===== config.mk =====
export PLATFORM = sky130hd
export DESIGN_NAME = lap5_skid
export DESIGN_NICKNAME = d
export VERILOG_FILES = /design/src/rtl/laplacian_5x5_edge_filter_assert.svh /design/src/rtl/lap5_pkg.sv /design/src/rtl/lap5_skid.sv
export SDC_FILE = /design/constraint.sdc
export NUM_CORES = 1
export LEC_CHECK = 0
export CORE_MARGIN = 4
export CORE_UTILIZATION = 40
export DETAILED_ROUTE_END_ITERATION = 8
export DONT_BUFFER_PORTS = 1
export REMOVE_ABC_BUFFERS = 1
export SLEW_MARGIN = 10
export SYNTH_ARGS = -nofsm -noshare
export SYNTH_HDL_FRONTEND = slang
export SYNTH_SLANG_ARGS = --single-unit

===== constraint.sdc =====
create_clock -name clk -period 2.69 [get_ports clk]
set_input_delay 0.1345 -clock clk [delete_from_list [all_inputs] [get_ports clk]]
set_output_delay 0.1345 -clock clk [all_outputs]
set_load 0.1 [all_outputs]

===== src/rtl/laplacian_5x5_edge_filter_assert.svh =====
// assertion macros for the laplacian 5x5 edge filter
// expects clk and rst_n in the scope where a macro is used
`ifndef LAPLACIAN_5X5_EDGE_FILTER_ASSERT_SVH
`define LAPLACIAN_5X5_EDGE_FILTER_ASSERT_SVH

// same-cycle implication
`define LAP5_ASSERT_IMP(lbl, ante, cons) \
    lbl: assert property (@(posedge clk) disable iff (!rst_n) (ante) |-> (cons)) \
        else $error("lap5 assertion failed");

// next-cycle implication
`define LAP5_ASSERT_NXT(lbl, ante, cons) \
    lbl: assert property (@(posedge clk) disable iff (!rst_n) (ante) |=> (cons)) \
        else $error("lap5 assertion failed");

`endif


===== src/rtl/lap5_pkg.sv =====
// shared types and constants for the laplacian 5x5 edge filter
// no dependencies
package lap5_pkg;

    localparam int PIX_W          = 8;
    localparam int OUT_COL_W      = 11;
    localparam int OUT_ROW_W      = 12;
    localparam int LINE_WIDTH_W   = 12;
    localparam int FRAME_HEIGHT_W = 13;
    localparam int CFG_DATA_W     = 13;
    localparam int CFG_INDEX_W    = 1;

    localparam int LINES          = 4;
    localparam int WIN            = 5;
    localparam int MID_LINE       = 1;
    localparam int CENTRE_OFS     = 2;
    localparam int EMIT_MIN       = 4;
    localparam int MIN_SIZE       = 6;
    localparam int CENTRE_WEIGHT  = 25;
    localparam int PIX_MAX        = 255;
    localparam int COLSUM_W       = 11;
    localparam int SUM_W          = 13;

    localparam logic [LINE_WIDTH_W-1:0]   LINE_WIDTH_RST   = 12'd640;
    localparam logic [FRAME_HEIGHT_W-1:0] FRAME_HEIGHT_RST = 13'd480;

    localparam logic [CFG_INDEX_W-1:0] REG_LINE_WIDTH   = 1'b0;
    localparam logic [CFG_INDEX_W-1:0] REG_FRAME_HEIGHT = 1'b1;

    typedef struct packed {
        logic emit;
        logic done;
    } pos_flags_t;

    typedef struct packed {
        logic [PIX_W-1:0]     filtered_pixel;
        logic [OUT_COL_W-1:0] out_col;
        logic [OUT_ROW_W-1:0] out_row;
        logic                 frame_done;
    } res_t;

endpackage


===== src/rtl/lap5_skid.sv =====
// two-entry output buffer: output register plus skid register
// depends on lap5_pkg
module lap5_skid (
    input  logic           clk,
    input  logic           rst_n,
    input  logic           push,
    input  lap5_pkg::res_t push_data,
    output logic           full,
    output logic           out_valid,
    input  logic           out_stall,
    output lap5_pkg::res_t out_data
);
    import lap5_pkg::*;

    logic out_valid_reg;
    res_t out_reg;
    logic skid_valid_reg;
    res_t skid_reg;
    logic take;

    assign take      = out_valid_reg && !out_stall;
    assign full      = skid_valid_reg;
    assign out_valid = out_valid_reg;
    assign out_data  = out_reg;

    always_ff @(posedge clk or negedge rst_n)
    begin
        if (!rst_n)
        begin
            out_valid_reg  <= 1'b0;
            skid_valid_reg <= 1'b0;
        end
        else if (skid_valid_reg)
        begin
            if (take)
            begin
                out_reg        <= skid_reg;
                skid_valid_reg <= 1'b0;
            end
        end
        else if (!out_valid_reg || take)
        begin
            out_valid_reg <= push;
            out_reg       <= push_data;
        end
        else if (push)
        begin
            skid_valid_reg <= 1'b1;
            skid_reg       <= push_data;
        end
    end

endmodule


Yosys cells after proc, flatten, opt, wreduce, memory -nomap -nowiden
Index checks and enable logic that the tools add are counted.

operators by class
  equal/unequal tests = 1
  reduce and logical (&&, ||, !) cells = 8
  bitwise operators = 2
  multiplexer cells = 7

operators by type and width
  operator            count
  $mux 32             3
  $mux 1              4
  $reduce_and 4->1    1
  $reduce_and 3->1    1
  $logic_not 1->1     2
  $ne 2x1->1 const B  1
  $not 1->1           2
  $reduce_and 2->1    1
  $reduce_bool 2->1   1
  $logic_and 1x1->1   1
  $logic_or 1x1->1    1

word-level totals
  word-level logic and storage cells = 28
  bits in registers = 66

Longest topological paths before layout
  depth in word-level cells = 5
  depth in mapped cells = 4
  gate-level depth less buffers = 2

Worst setup path after synthesis
No wires, ideal clock.

  path type = register to register
  start point = register skid_valid_reg, in the netlist full
  end point = register skid_reg[0] (netlist name), enable pin
  slack = -0.300 ns
  data required time = 2.269 ns
  setup time = 0.421 ns
  stages on the path, launching flop included = 4
  arrival = 2.569 ns
  cells stage by stage = dfrtp_1 > buf_6 > nand2b_1 > nor2_1

between the ends
  longest elaborated chain between the ends = 2

ends and longest elaborated chain
  what                               RTL line         RTL
  start: declaration                 lap5_skid.sv:17  logic skid_valid_reg;
  start signal: assignment           lap5_skid.sv:31  skid_valid_reg <= 1'b0;
  start signal: assignment           lap5_skid.sv:38  skid_valid_reg <= 1'b0;
  start signal: assignment           lap5_skid.sv:48  skid_valid_reg <= 1'b1;
  $not 1->1 (no source line)         --
  $reduce_and 4->1 (no source line)  --
  end signal: assignment             lap5_skid.sv:49  skid_reg <= push_data;
  end: declaration                   lap5_skid.sv:18  res_t skid_reg;

Every way passes these cells.
A chain may end at the register's enable or synchronous reset.

Worst setup path after layout
  start point = register skid_valid_reg, in the netlist full
  end point = register skid_reg[20] (netlist name), enable pin

Same word-level chain as after synthesis.

==> out/results.tsv <==
metric	value	unit
status	finished, final reports clean	
largest family of logic cells by synthesized area	multiplexers	
xor and xnor area share after synthesis	0	
Crit Path Category	reg -> reg	
# IOs	70	
core area	6060	um^2
Worst-path clk slew	70	ps
Synth area leader	edfxtp_1	
vias in the first global route	1337	
Peak VDD IR	0.747	mV
Synth top cells by count	edfxtp_1, mux2_4, mux2_2	
drt pass-1 iters	4	
wire per inst	19.0	um
sequential-to-total area share from yosys stat	0.774	
# diodes	0	
worst-path fanout max	33	
post-synth top area share	0.755	
H-Tree Depth	3	
share of flip-flops with an asynchronous set or reset	0.0303	
Worst-Margin Slew	919	ps
element type at the critical path end	flop	
Post-Synth Adder-Cell Area	0	
fmax	548	MHz
unrepaired setup endpoints after global routing	no	
Fin Clk Skew	5.65	ps
Worst Hold Class	in -> reg	
DR vias/cell	4.84	
capture point of the worst path	skid_reg[20]$_DFFE_PP_	
compound-gate portion of the synthesized area	0.00688	
row count	28	
gpl congestion	0.702	
Die X-Extent	87.8	um
post-synthesis mux area share	0.181	
HP Start	push_data[11]	
Residual DRC	0	
synthesized flop and latch total	66	
synth unique cells	14	
syn avg cell area	22.7	um^2
Synth Cell Area	2550	um^2
wirelength, routed	4640	um
Mapped Cells	112	
latest clock arrival within the worst-skew pair	320	ps
1st-iter DRT viols	53	
# Max-Cap Violations	0	
CP Data Required Time	2710	ps
Port Buf Inserts	0	
top_reg_cell synth	edfxtp_1	
via count	1180	
fin crit period	1820	ps
CTS tree	built	
Die Y	87.8	um
placed wire-length estimate	2790	um
nets	200	
period utilisation layout	0.678	
first-pass GRT wire length	7120	um
GRT Util Overall	0.127	
WP data arrival	1850	ps
Setup WS pre-CTS	858	ps
post-route ant nets	0	
PnR worst setup slack	865	ps
dominant cells by area after synthesis	edfxtp_1, mux2_4, mux2_2	
count leader, synth	edfxtp_1	
starting density of the core	0.420	
Static Leak	0.00115	uW
PwrDens	1170	nW/um^2
CTS Sinks	66	
simple-gate share of the synthesized area	0.0128	
CTS root buf	clkbuf_8	
Final setup viols	0	
antenna violations before repair	0	
Post-synth EDFFs	64	
Post-CTS Setup Inserts	0	
Synth warnings	0	
setup TNS	0	ps
Resized cells post-CTS	0	
Hold Vio Cnt, Final	0	
Critical Path Source	full$_DFF_PN0_	
Crit Reg-Reg Endpoint	skid_reg[20]$_DFFE_PP_	
Area growth, synth to finish	26.9	%
fraction of layout instances using a drive strength above 1	0.284	
worst-case reg-to-reg path depth	3	
Clock Tree Buf Depth	2	
CTS buffer count	9	
slack of the worst reg-to-reg path	870	ps
critical register-to-register path startpoint	full$_DFF_PN0_	
Slew HR	0.388	
Slew Limit Fails	0	
die area	7710	um^2
total congestion overflow	0	
Startpoint Class	flop	
pin count of the biggest net entering global routing	34	
==> cell usage in the layout, fill, tap and decap left out, types with 2 or more instances in the layout <==
cell type | Yosys | routed
edfxtp_1 | 64 | 64
dlygate4sd3_1 | 0 | 41
mux2_4 | 27 | 27
clkbuf_8 | 0 | 9
mux2_2 | 5 | 5
clkinv_1 | 0 | 4
nor2_1 | 3 | 2
clkbuf_1 | 0 | 2
buf_12 | 2 | 2
buf_4 | 0 | 2
==> per-stage QoR <==
stage | total power [uW] | area [um^2] | hold WS [ps] | instances | utilization
finish | 3770 | 3230 | 26.2 | 244 | 0.533
global route | 3900 | 3230 | 0.548 | 244 | 0.533
CTS | 3800 | 3180 | 7.24 | 239 | 0.525
detailed placement | 2990 | 2640 | -161 | 187 | 0.436
global placement | 2960 | 2640 | -161 | 187 | 0.436
floorplan | 2870 | 2480 | -161 | 108 | -
==> where the power goes <==
| part | internal, uW | switching (uW) | total [uW] |
|---|---|---|---|
| registers | 1380 | 988 | 2370 |
| clock network | 417 | 341 | 758 |
| logic | 364 | 281 | 645 |
| total | 2160 | 1610 | 3770 |
==> worst max-delay path, stage by stage (launching register included) <==
cell and delay (ps):
dfrtp_4 700, nand2b_1 280, nor2_4 300, buf_12 230
==> repair_timing <==
action                                  CTS  global route
endpoints found under the setup margin    0             0
hold endpoints to repair                 36             5
hold buffers                             36             5
==> worst min path at each step <==
stage | to | cells past startpoint
2_1_floorplan | full$_DFF_PN0_ | 0
3_3_place_gp | out_valid$_DFFE_PN0P_ | 0
3_5_place_dp | out_valid$_DFFE_PN0P_ | 0
4_1_cts | out_data[11]$_DFFE_PP_ | 1
5_1_grt | out_data[19]$_DFFE_PP_ | 1
6_report | out_data[11]$_DFFE_PP_ | 1
==> routing by layer <==
metal,up-vias,GRT usage,part of all wire
met1,574,0.145,0.39
li1,543,-,-
met3,7,0.0668,0.11
met2,56,0.201,0.49
met5,-,0,0
met4,0,0.0544,0.0099
==> cell families after synthesis <==
family                 count (synthesis)
AO/OA/AOI/OAI                          3
buffers and inverters                  4
flip-flops                            66
multiplexers                          32
AND/OR/NAND/NOR                        7
==> area by class of cell <==
| type | instances | area, um^2 |
|---|---|---|
| Fill cell | 491 | 2830 |
| Clock buffer | 11 | 131 |
| Sequential cell | 66 | 1980 |
| Clock inverter | 5 | 45.0 |
| Timing Repair Buffer | 45 | 465 |
| Multi-Input combinational cell | 42 | 519 |
| Tap cell | 75 | 93.8 |
(Power assumes the default switching activity.)
