[src/rtl/laplacian_5x5_edge_filter_assert.svh]
// assertion macros for the laplacian 5x5 edge filter
// expects clk and rst_n in the scope where a macro is used
`ifndef LAPLACIAN_5X5_EDGE_FILTER_ASSERT_SVH
`define LAPLACIAN_5X5_EDGE_FILTER_ASSERT_SVH

// same-cycle implication
`define LAP5_ASSERT_IMP(lbl, ante, cons) \
    lbl: assert property (@(posedge clk) disable iff (!rst_n) (ante) |-> (cons)) \
        else $error("lap5 assertion failed");

// next-cycle implication
`define LAP5_ASSERT_NXT(lbl, ante, cons) \
    lbl: assert property (@(posedge clk) disable iff (!rst_n) (ante) |=> (cons)) \
        else $error("lap5 assertion failed");

`endif

[src/rtl/lap5_pkg.sv]
// shared types and constants for the laplacian 5x5 edge filter
// no dependencies
package lap5_pkg;

    localparam int PIX_W          = 8;
    localparam int OUT_COL_W      = 11;
    localparam int OUT_ROW_W      = 12;
    localparam int LINE_WIDTH_W   = 12;
    localparam int FRAME_HEIGHT_W = 13;
    localparam int CFG_DATA_W     = 13;
    localparam int CFG_INDEX_W    = 1;

    localparam int LINES          = 4;
    localparam int WIN            = 5;
    localparam int MID_LINE       = 1;
    localparam int CENTRE_OFS     = 2;
    localparam int EMIT_MIN       = 4;
    localparam int MIN_SIZE       = 6;
    localparam int CENTRE_WEIGHT  = 25;
    localparam int PIX_MAX        = 255;
    localparam int COLSUM_W       = 11;
    localparam int SUM_W          = 13;

    localparam logic [LINE_WIDTH_W-1:0]   LINE_WIDTH_RST   = 12'd640;
    localparam logic [FRAME_HEIGHT_W-1:0] FRAME_HEIGHT_RST = 13'd480;

    localparam logic [CFG_INDEX_W-1:0] REG_LINE_WIDTH   = 1'b0;
    localparam logic [CFG_INDEX_W-1:0] REG_FRAME_HEIGHT = 1'b1;

    typedef struct packed {
        logic emit;
        logic done;
    } pos_flags_t;

    typedef struct packed {
        logic [PIX_W-1:0]     filtered_pixel;
        logic [OUT_COL_W-1:0] out_col;
        logic [OUT_ROW_W-1:0] out_row;
        logic                 frame_done;
    } res_t;

endpackage

[src/rtl/lap5_pos.sv]
// frame geometry registers and raster position counters
// depends on lap5_pkg
module lap5_pos #(
    parameter int MAX_WIDTH  = 2048,
    parameter int MAX_HEIGHT = 4096
) (
    input  logic                                clk,
    input  logic                                rst_n,
    input  logic                                cfg_we,
    input  logic [lap5_pkg::CFG_INDEX_W-1:0]    cfg_index,
    input  logic [lap5_pkg::CFG_DATA_W-1:0]     cfg_data,
    input  logic                                step,
    output logic [$clog2(MAX_WIDTH)-1:0]        col,
    output logic [$clog2(MAX_HEIGHT)-1:0]       row,
    output lap5_pkg::pos_flags_t                flags
);
    import lap5_pkg::*;

    localparam int CW  = $clog2(MAX_WIDTH);
    localparam int RW  = $clog2(MAX_HEIGHT);
    localparam int WEW = (CW + 1 > LINE_WIDTH_W) ? CW + 1 : LINE_WIDTH_W;
    localparam int HEW = (RW + 1 > FRAME_HEIGHT_W) ? RW + 1 : FRAME_HEIGHT_W;

    logic [LINE_WIDTH_W-1:0]   line_width_reg;
    logic [FRAME_HEIGHT_W-1:0] frame_height_reg;
    logic [CW-1:0]             col_count_reg;
    logic [CW-1:0]             col_count_next;
    logic [RW-1:0]             row_count_reg;
    logic [RW-1:0]             row_count_next;

    logic [WEW-1:0] w_raw;
    logic [WEW-1:0] w_eff;
    logic [HEW-1:0] h_raw;
    logic [HEW-1:0] h_eff;
    logic [RW:0]    row_pre;
    logic [CW-1:0]  col_cur;
    logic [RW-1:0]  row_cur;
    logic [WEW-1:0] col_inc;
    logic [HEW-1:0] row_inc;

    always_comb
    begin
        w_raw = WEW'(line_width_reg);
        if (w_raw < WEW'(MIN_SIZE))
            w_eff = WEW'(MIN_SIZE);
        else if (w_raw > WEW'(MAX_WIDTH))
            w_eff = WEW'(MAX_WIDTH);
        else
            w_eff = w_raw;

        h_raw = HEW'(frame_height_reg);
        if (h_raw < HEW'(MIN_SIZE))
            h_eff = HEW'(MIN_SIZE);
        else if (h_raw > HEW'(MAX_HEIGHT))
            h_eff = HEW'(MAX_HEIGHT);
        else
            h_eff = h_raw;

        // wrap before use if the geometry shrank under the counters
        col_cur = col_count_reg;
        row_pre = {1'b0, row_count_reg};
        if (WEW'(col_count_reg) >= w_eff)
        begin
            col_cur = '0;
            row_pre = row_pre + (RW+1)'(1);
        end
        if (HEW'(row_pre) >= h_eff)
            row_cur = '0;
        else
            row_cur = row_pre[RW-1:0];

        col_inc        = WEW'(col_cur) + WEW'(1);
        row_inc        = HEW'(row_cur) + HEW'(1);
        col_count_next = CW'(col_inc);
        row_count_next = row_cur;
        if (col_inc >= w_eff)
        begin
            col_count_next = '0;
            if (row_inc >= h_eff)
                row_count_next = '0;
            else
                row_count_next = RW'(row_inc);
        end
    end

    assign col        = col_cur;
    assign row        = row_cur;
    assign flags.emit = (col_cur >= CW'(EMIT_MIN)) && (row_cur >= RW'(EMIT_MIN));
    assign flags.done = (WEW'(col_cur) == w_eff - WEW'(1)) && (HEW'(row_cur) == h_eff - HEW'(1));

    always_ff @(posedge clk or negedge rst_n)
    begin
        if (!rst_n)
        begin
            line_width_reg   <= LINE_WIDTH_RST;
            frame_height_reg <= FRAME_HEIGHT_RST;
            col_count_reg    <= '0;
            row_count_reg    <= '0;
        end
        else
        begin
            if (cfg_we)
            begin
                case (cfg_index)
                    REG_LINE_WIDTH:   line_width_reg   <= cfg_data[LINE_WIDTH_W-1:0];
                    REG_FRAME_HEIGHT: frame_height_reg <= cfg_data[FRAME_HEIGHT_W-1:0];
                    default:          line_width_reg   <= line_width_reg;
                endcase
            end
            if (step)
            begin
                col_count_reg <= col_count_next;
                row_count_reg <= row_count_next;
            end
        end
    end

endmodule

[config.mk]
export PLATFORM = sky130hd
export DESIGN_NAME = lap5_pos
export DESIGN_NICKNAME = d
export VERILOG_FILES = /design/src/rtl/laplacian_5x5_edge_filter_assert.svh /design/src/rtl/lap5_pkg.sv /design/src/rtl/lap5_pos.sv
export SDC_FILE = /design/constraint.sdc
export NUM_CORES = 1
export LEC_CHECK = 0
export ABC_AREA = 1
export BUFFER_PORTS_ARGS = -buffer_cell sky130_fd_sc_hd__buf_2
export CAP_MARGIN = 5
export CORE_MARGIN = 4
export CORE_UTILIZATION = 59
export DETAILED_ROUTE_END_ITERATION = 8
export PLACE_DENSITY = 0.79
export SYNTH_ARGS = -nofsm -noshare
export SYNTH_HDL_FRONTEND = slang
export SYNTH_SLANG_ARGS = --single-unit
[constraint.sdc]
create_clock -name clk -period 11.8 [get_ports clk]
set_clock_uncertainty 0.15 [all_clocks]
set_input_delay 0.59 -clock clk [delete_from_list [all_inputs] [get_ports clk]]
set_output_delay 0.59 -clock clk [all_outputs]
set_load 0.01 [all_outputs]
## Yosys cells after proc, flatten, opt, wreduce, memory -nomap -nowiden

Cells that the tools add are included.

| storage, ports and cells | value |
|---|---|
| output and inout port bits | 25 |
| bits in registers | 48 |
| bits of input ports | 18 |
| logic and storage cells | 36 |

| operators by class | value |
|---|---|
| reduce and logical (&&, ||, !) cells | 4 |
| order comparisons | 10 |
| bitwise logic cells | 1 |
| muxes and demuxes | 10 |
| equal/unequal tests | 2 |
| add/subtract/negate cells | 5 |

Operator list:

| operator | number |
|---|---|
| 2-to-1 mux 12 bit | 5 |
| 2-to-1 mux 13 bit | 3 |
| adder 12 x 1 -> 13 bit, second input constant | 2 |
| greater-or-equal comparator 13 bit | 2 |
| 2-to-1 mux 11 bit | 2 |
| == test 12 x 13 -> 1 bit | 1 |
| > comparator 13 bit, second input constant | 1 |
| < comparator 13 x 3 -> 1 bit, second input constant | 1 |
| subtractor 13 x 1 -> 13 bit, second input constant | 1 |
| adder 11 x 1 -> 12 bit, second input constant | 1 |
| == test 11 x 12 -> 1 bit | 1 |
| greater-or-equal comparator 11 x 12 -> 1 bit | 1 |
| greater-or-equal comparator 12 bit | 1 |
| greater-or-equal comparator 12 x 3 -> 1 bit, second input constant | 1 |
| > comparator 12 bit, second input constant | 1 |
| < comparator 12 x 3 -> 1 bit, second input constant | 1 |
| subtractor 12 x 1 -> 12 bit, second input constant | 1 |
| greater-or-equal comparator 11 x 3 -> 1 bit, second input constant | 1 |
| AND reduction 2 bit | 2 |
| logical AND 1 bit | 2 |
| inverter 1 bit | 1 |

## Depth between registers and ports, before layout

| logic depth | value |
|---|---|
| word-level depth | 11 |
| depth in mapped cells | 48 |
| gate-level depth less buffers | 45 |

## Least setup slack after synthesis

Ideal clock, no wire load.

| path | value |
|---|---|
| kind | register -> register |
| start | register line_width_reg[2] |
| end | register row_count_reg[6] |
| clock period less this slack | 6499 ps |
| arrival time | 6266 ps |
| path buffers | 4 |
| setup time | 83 ps |
| required time | 11567 ps |
| setup slack | 5301 ps |
| stages on the path, launching flop included | 45 |
| path through | dfrtp_1 -> nor2_1 -> nand2_1 -> nor2_1 -> nand2_1 -> nand2_1 -> clkbuf_1 -> nand2_1 -> ha_1 -> nand2_1 -> nor2_2 -> nand2_1 -> nand2_2 -> inv_2 -> nand3_2 -> buf_6 -> buf_8 -> buf_2 -> (+9 left out) -> inv_1 -> ha_1 -> inv_1 -> nor3_2 -> nand2_1 -> nor2_1 -> xor2_1 -> inv_1 -> ha_1 -> nand2_1 -> inv_1 -> o21ai_0 -> nand2_1 -> a21oi_1 -> nand3_1 -> nor2_1 -> nand2_1 -> o21ai_0 |

| between the ends | value |
|---|---|
| cells in the longest elaborated chain, start to end | 11 |
| elaborated cells between the ends (all ways) | 15 |
| those cells by class | 2 x add/sub; 6 x order compare; 7 x mux |

Ends and longest elaborated chain:

| item | line | RTL |
|---|---|---|
| start, declared | lap5_pos.sv:24 | `logic [LINE_WIDTH_W-1:0] line_width_reg;` |
| start signal, assigned | lap5_pos.sv:105 | `REG_LINE_WIDTH: line_width_reg <= cfg_data[LINE_WIDTH_W-1:0];` |
| start signal, assigned | lap5_pos.sv:107 | `default: line_width_reg <= line_width_reg;` |
| > comparator 12 bit | lap5_pos.sv:46 | `else if (w_raw > WEW'(MAX_WIDTH))` |
| 2-to-1 mux 12 bit | lap5_pos.sv:46 |  |
| 2-to-1 mux 12 bit (*) | lap5_pos.sv:44 | `if (w_raw < WEW'(MIN_SIZE))` |
| greater-or-equal comparator 11 x 12 -> 1 bit (*) | lap5_pos.sv:62 | `if (WEW'(col_count_reg) >= w_eff)` |
| 2-to-1 mux 13 bit (*) | lap5_pos.sv:62 |  |
| greater-or-equal comparator 13 bit | lap5_pos.sv:67 | `if (HEW'(row_pre) >= h_eff)` |
| 2-to-1 mux 12 bit (*) | lap5_pos.sv:67 |  |
| net row[0] | lap5_pos.sv:14 | `output logic [$clog2(MAX_HEIGHT)-1:0] row,` |
| adder 12 x 1 -> 13 bit (*) | lap5_pos.sv:73 | `row_inc = HEW'(row_cur) + HEW'(1);` |
| greater-or-equal comparator 13 bit | lap5_pos.sv:79 | `if (row_inc >= h_eff)` |
| 2-to-1 mux 12 bit (*) | lap5_pos.sv:79 |  |
| 2-to-1 mux 12 bit (*) | lap5_pos.sv:76 | `if (col_inc >= w_eff)` |
| end signal, assigned | lap5_pos.sv:113 | `row_count_reg <= row_count_next;` |
| end, declared | lap5_pos.sv:28 | `logic [RW-1:0] row_count_reg;` |

Mark *: on every way through the listed nets, which the timed path passes. The rest lies on a longest branch.
A chain may end at the register's enable or synchronous reset.

## Worst setup path in the final report

| path | value |
|---|---|
| start | register line_width_reg[7] |
| end | register row_count_reg[6] |

| between the ends | value |
|---|---|
| cells in the longest elaborated chain, start to end | 11 |
| elaborated cells between the ends (all ways) | 15 |
| those cells by class | 2 x add/sub; 6 x order compare; 7 x mux |

Ends and longest elaborated chain:

| item | line |
|---|---|
| > comparator 12 bit | lap5_pos.sv:46 |
| 2-to-1 mux 12 bit | lap5_pos.sv:46 |
| 2-to-1 mux 12 bit (*) | lap5_pos.sv:44 |
| greater-or-equal comparator 11 x 12 -> 1 bit | lap5_pos.sv:62 |
| 2-to-1 mux 13 bit | lap5_pos.sv:62 |
| greater-or-equal comparator 13 bit | lap5_pos.sv:67 |
| 2-to-1 mux 12 bit | lap5_pos.sv:67 |
| adder 12 x 1 -> 13 bit | lap5_pos.sv:73 |
| greater-or-equal comparator 13 bit | lap5_pos.sv:79 |
| 2-to-1 mux 12 bit | lap5_pos.sv:79 |
| 2-to-1 mux 12 bit (*) | lap5_pos.sv:76 |

Every way passes the cells marked *; elsewhere a longest branch is shown, timed or not.

==> flow_metrics.env <==
export IMPL_cts_root_buf="clkbuf_8"
export IMPL_crit_slowest_cell="nand3_2"
export IMPL_cts_tree="yes"
export IMPL_vias_per_cell=5.73
export IMPL_reg2reg_depth=40
export IMPL_syn2layout_area_growth_pct=7.17
export IMPL_hold_viol_final=0
export IMPL_syn_area_sq_um=5340
export IMPL_dr_total_vias=5681
export IMPL_drc=0
export IMPL_port_buffers=42
export IMPL_avgSynthCellArea_sq_um=6.29
export IMPL_stdcell_count=992
export IMPL_synth_nets=922
export IMPL_min_path_type="input pin to asynchronous set/reset pin"
export IMPL_drv_slew=0
export IMPL_largest_reg_flops=13
export IMPL_yosys_area_top_type="dfrtp_1"
export IMPL_routed_wl_met2_mm=7.26
export IMPL_intPower_uw=639
export IMPL_ys_flop_type="dfrtp_1"
export IMPL_ys_warn_count=0
export IMPL_nets=957
export IMPL_max_stage_delay_ps=630
export IMPL_grt_max_degree=49
export IMPL_cts_buffer_depth=2
export IMPL_fin_tns_setup_ps=0
export IMPL_wl_mm=15.9
export IMPL_grt_usage_pct=31.3
export IMPL_crit_type="flop to flop"
export IMPL_dp_final_hpwl_mm=12.9
export IMPL_yosysSeqAreaShare_pct=22.6
export IMPL_clkSinkCount=48
export IMPL_path_common_cell="nand2_1"
export IMPL_combPwrFrac_pct=75.3
export IMPL_holdBufCountCts=0
export IMPL_leakagePower_nw=3.21
export IMPL_grt_pass1_vias=4999
export IMPL_post_route_min_period_ps=8180
export IMPL_maxCapViolations=0
export IMPL_setup_slack_ps=3620
export IMPL_rsz0062_at_grt="no"
export IMPL_synth_cell_types=45
export IMPL_pin_count=43
export IMPL_worstPathArrival_ps=8260
export IMPL_tightestPinTransition_ps=1070
export IMPL_dieHeight_um=103
export IMPL_syn_instance_count=848
export IMPL_m1WireLength_mm=7.03
export IMPL_dp_cells=984
export IMPL_rows=34
export IMPL_irDropWorstVdd_mv=0.0957
export IMPL_cp_start_kind="flop"
export IMPL_route_met3_wl_mm=1.49
export IMPL_clockPowerShare_pct=8.0
export IMPL_synth_edf_count=0
export IMPL_yosys_register_bits=48
export IMPL_dieArea_sq_um=10600
export IMPL_drive_above_1_share_pct=9.84
export IMPL_setup_violations=0
export IMPL_synth_top_cell_area_share_pct=19.7
export IMPL_period_share_pct=69.3
export IMPL_p_sw_share_pct=57.9
export IMPL_seq_power_share_pct=16.8
export IMPL_path_clk_slew_ps=90
export IMPL_grt_pass1_wl_mm=25.9
export IMPL_antenna_found_initial=0
export IMPL_post_cts_resized=0
export IMPL_htree_num_levels=2
export IMPL_drt_iter0_markers=393
export IMPL_die_x_um=103
export IMPL_yosys_top_cells_area="dfrtp_1 (20%), nand2_1 (18%), ha_1 (13%)"
export IMPL_dr_max_layer_used="met4"
export IMPL_wire_per_inst_um=16.1
export IMPL_start_util_pct=60.9
export IMPL_first_pass_iters=5
export IMPL_timing_fmax_mhz=122
export IMPL_clk_latency_ps=300
export IMPL_powerDensity_nw_per_um2=265
export IMPL_n_antenna_cell=0
export IMPL_power_switching_uw=877
export IMPL_numCtsBuffers=5
export IMPL_preCtsSetupSlack_ps=3870
export IMPL_antenna_left=0
export IMPL_relSlewSlack_pct=29.0
export IMPL_synth_async_sr_flop_share_pct=100
export IMPL_core_sq_um=8760
export IMPL_crit_path_max_fanout=29
export IMPL_cts_setup_buffers=0
export IMPL_routabilityCongestion=1.02
export IMPL_required_ps=11880
export IMPL_overflow=0
export IMPL_outcome="completed"
export IMPL_cp_end_kind="flop"
-- routing by layer --
layer	track usage, %	vias to the layer above
li1	-	2799
met1	45.4	2573
met2	50.9	293
met3	3.99	16
met4	4.38	0
met5	0	-
-- cell usage in the layout (no fill, tap or decap), types with 6 or more instances in the layout --
master and instances:
xor2_1 22, dfstp_2 6, nand3_1 59, nor2_1 85, a21oi_1 31, inv_1 131
buf_2 42, ha_1 56, o22ai_1 7, o21ai_0 52, nand4_1 15, nor3_1 9
nor2_2 8, dfrtp_1 42, nand2_1 249
-- kinds of logic (layout without fill, tap and decap cells) --
logic type / Yosys count / in the layout / share of synthesized area (%)
AO/OA/AOI/OAI: 117 / 117 / 12.5
XOR/XNOR: 27 / 27 / 4.57
adder cells (fa/ha/maj): 56 / 56 / 13.1
buffers and inverters: 150 / 186 / 10.9
flip-flops: 48 / 48 / 22.6
AND/OR/NAND/NOR: 450 / 450 / 36.2
-- synth_stat cells, types with 2 or more instances --
cell type / n
xor2_1: 22
o21ai_0: 52
dfstp_2: 6
and2_1: 3
nor3_1: 9
nand3_1: 59
inv_2: 3
a22oi_1: 5
o21bai_1: 2
ha_1: 56
nand2_2: 5
a21oi_1: 31
clkbuf_1: 10
nor2_4: 3
o21ai_2: 2
nand4_1: 15
buf_2: 2
o211ai_1: 5
inv_1: 131
nor3_2: 2
nor2_2: 8
nand3b_1: 2
nand2_1: 249
o22ai_1: 7
o41ai_1: 2
o21ai_1: 3
dfrtp_1: 42
xnor2_1: 4
clkinv_1: 2
nor2_1: 85
nor4_1: 5
or2_2: 2
o21a_1: 2
-- layout make-up --
class / count / area (sq um)
inverter: 136 / 510
multi-input combinational: 650 / 3540
fill: 796 / 3040
clock buffer: 5 / 68.8
timing repair buffer: 42 / 210
clock inverter: 3 / 42.5
tap: 108 / 135
sequential: 48 / 1210
-- metrics by stage --
stage / total power [mW] / instance area, sq um / utilization (%) / hold slack, ps
4_1_cts: 1.48 / 5720 / 65.3 / 358
6_report: 1.52 / 5720 / 65.3 / 322
3_5_place_dp: 1.36 / 5610 / 64.0 / 344
2_1_floorplan: 1.03 / 5340 / - / 144
3_3_place_gp: 1.33 / 5610 / 64.0 / 343
5_1_grt: 1.66 / 5720 / 65.3 / 390
-- worst paths after layout --
check	from	end	slack, ps
worst min-delay path	rst_n	line_width_reg[11]	320
min in group clk	line_width_reg[9]	line_width_reg[9]	360
worst min register to register	line_width_reg[9]	line_width_reg[9]	360
worst max-delay path	line_width_reg[7]	row_count_reg[6]	3620
worst max register to register	line_width_reg[7]	row_count_reg[6]	3620
max in group asynchronous	rst_n	row_count_reg[9]	10520
-- power groups by stage --
stage,Clock (mW),Combinational (mW),Sequential [mW]
2_1_floorplan,0,0.796,0.238
3_3_place_gp,0,1.08,0.253
3_5_place_dp,0,1.10,0.255
4_1_cts,0.120,1.11,0.252
5_1_grt,0.129,1.27,0.259
6_report,0.121,1.14,0.254
-- worst max-delay path, delay by kind of cell (launching register included) --
family / cells / cell delay [ps]
fa+ha+maj: 4 / 1120
flops: 1 / 590
buf+inv: 7 / 1000
simple gates: 22 / 3700
xor+xnor: 1 / 230
compound gates: 6 / 1290
(Power assumes the default switching activity.)
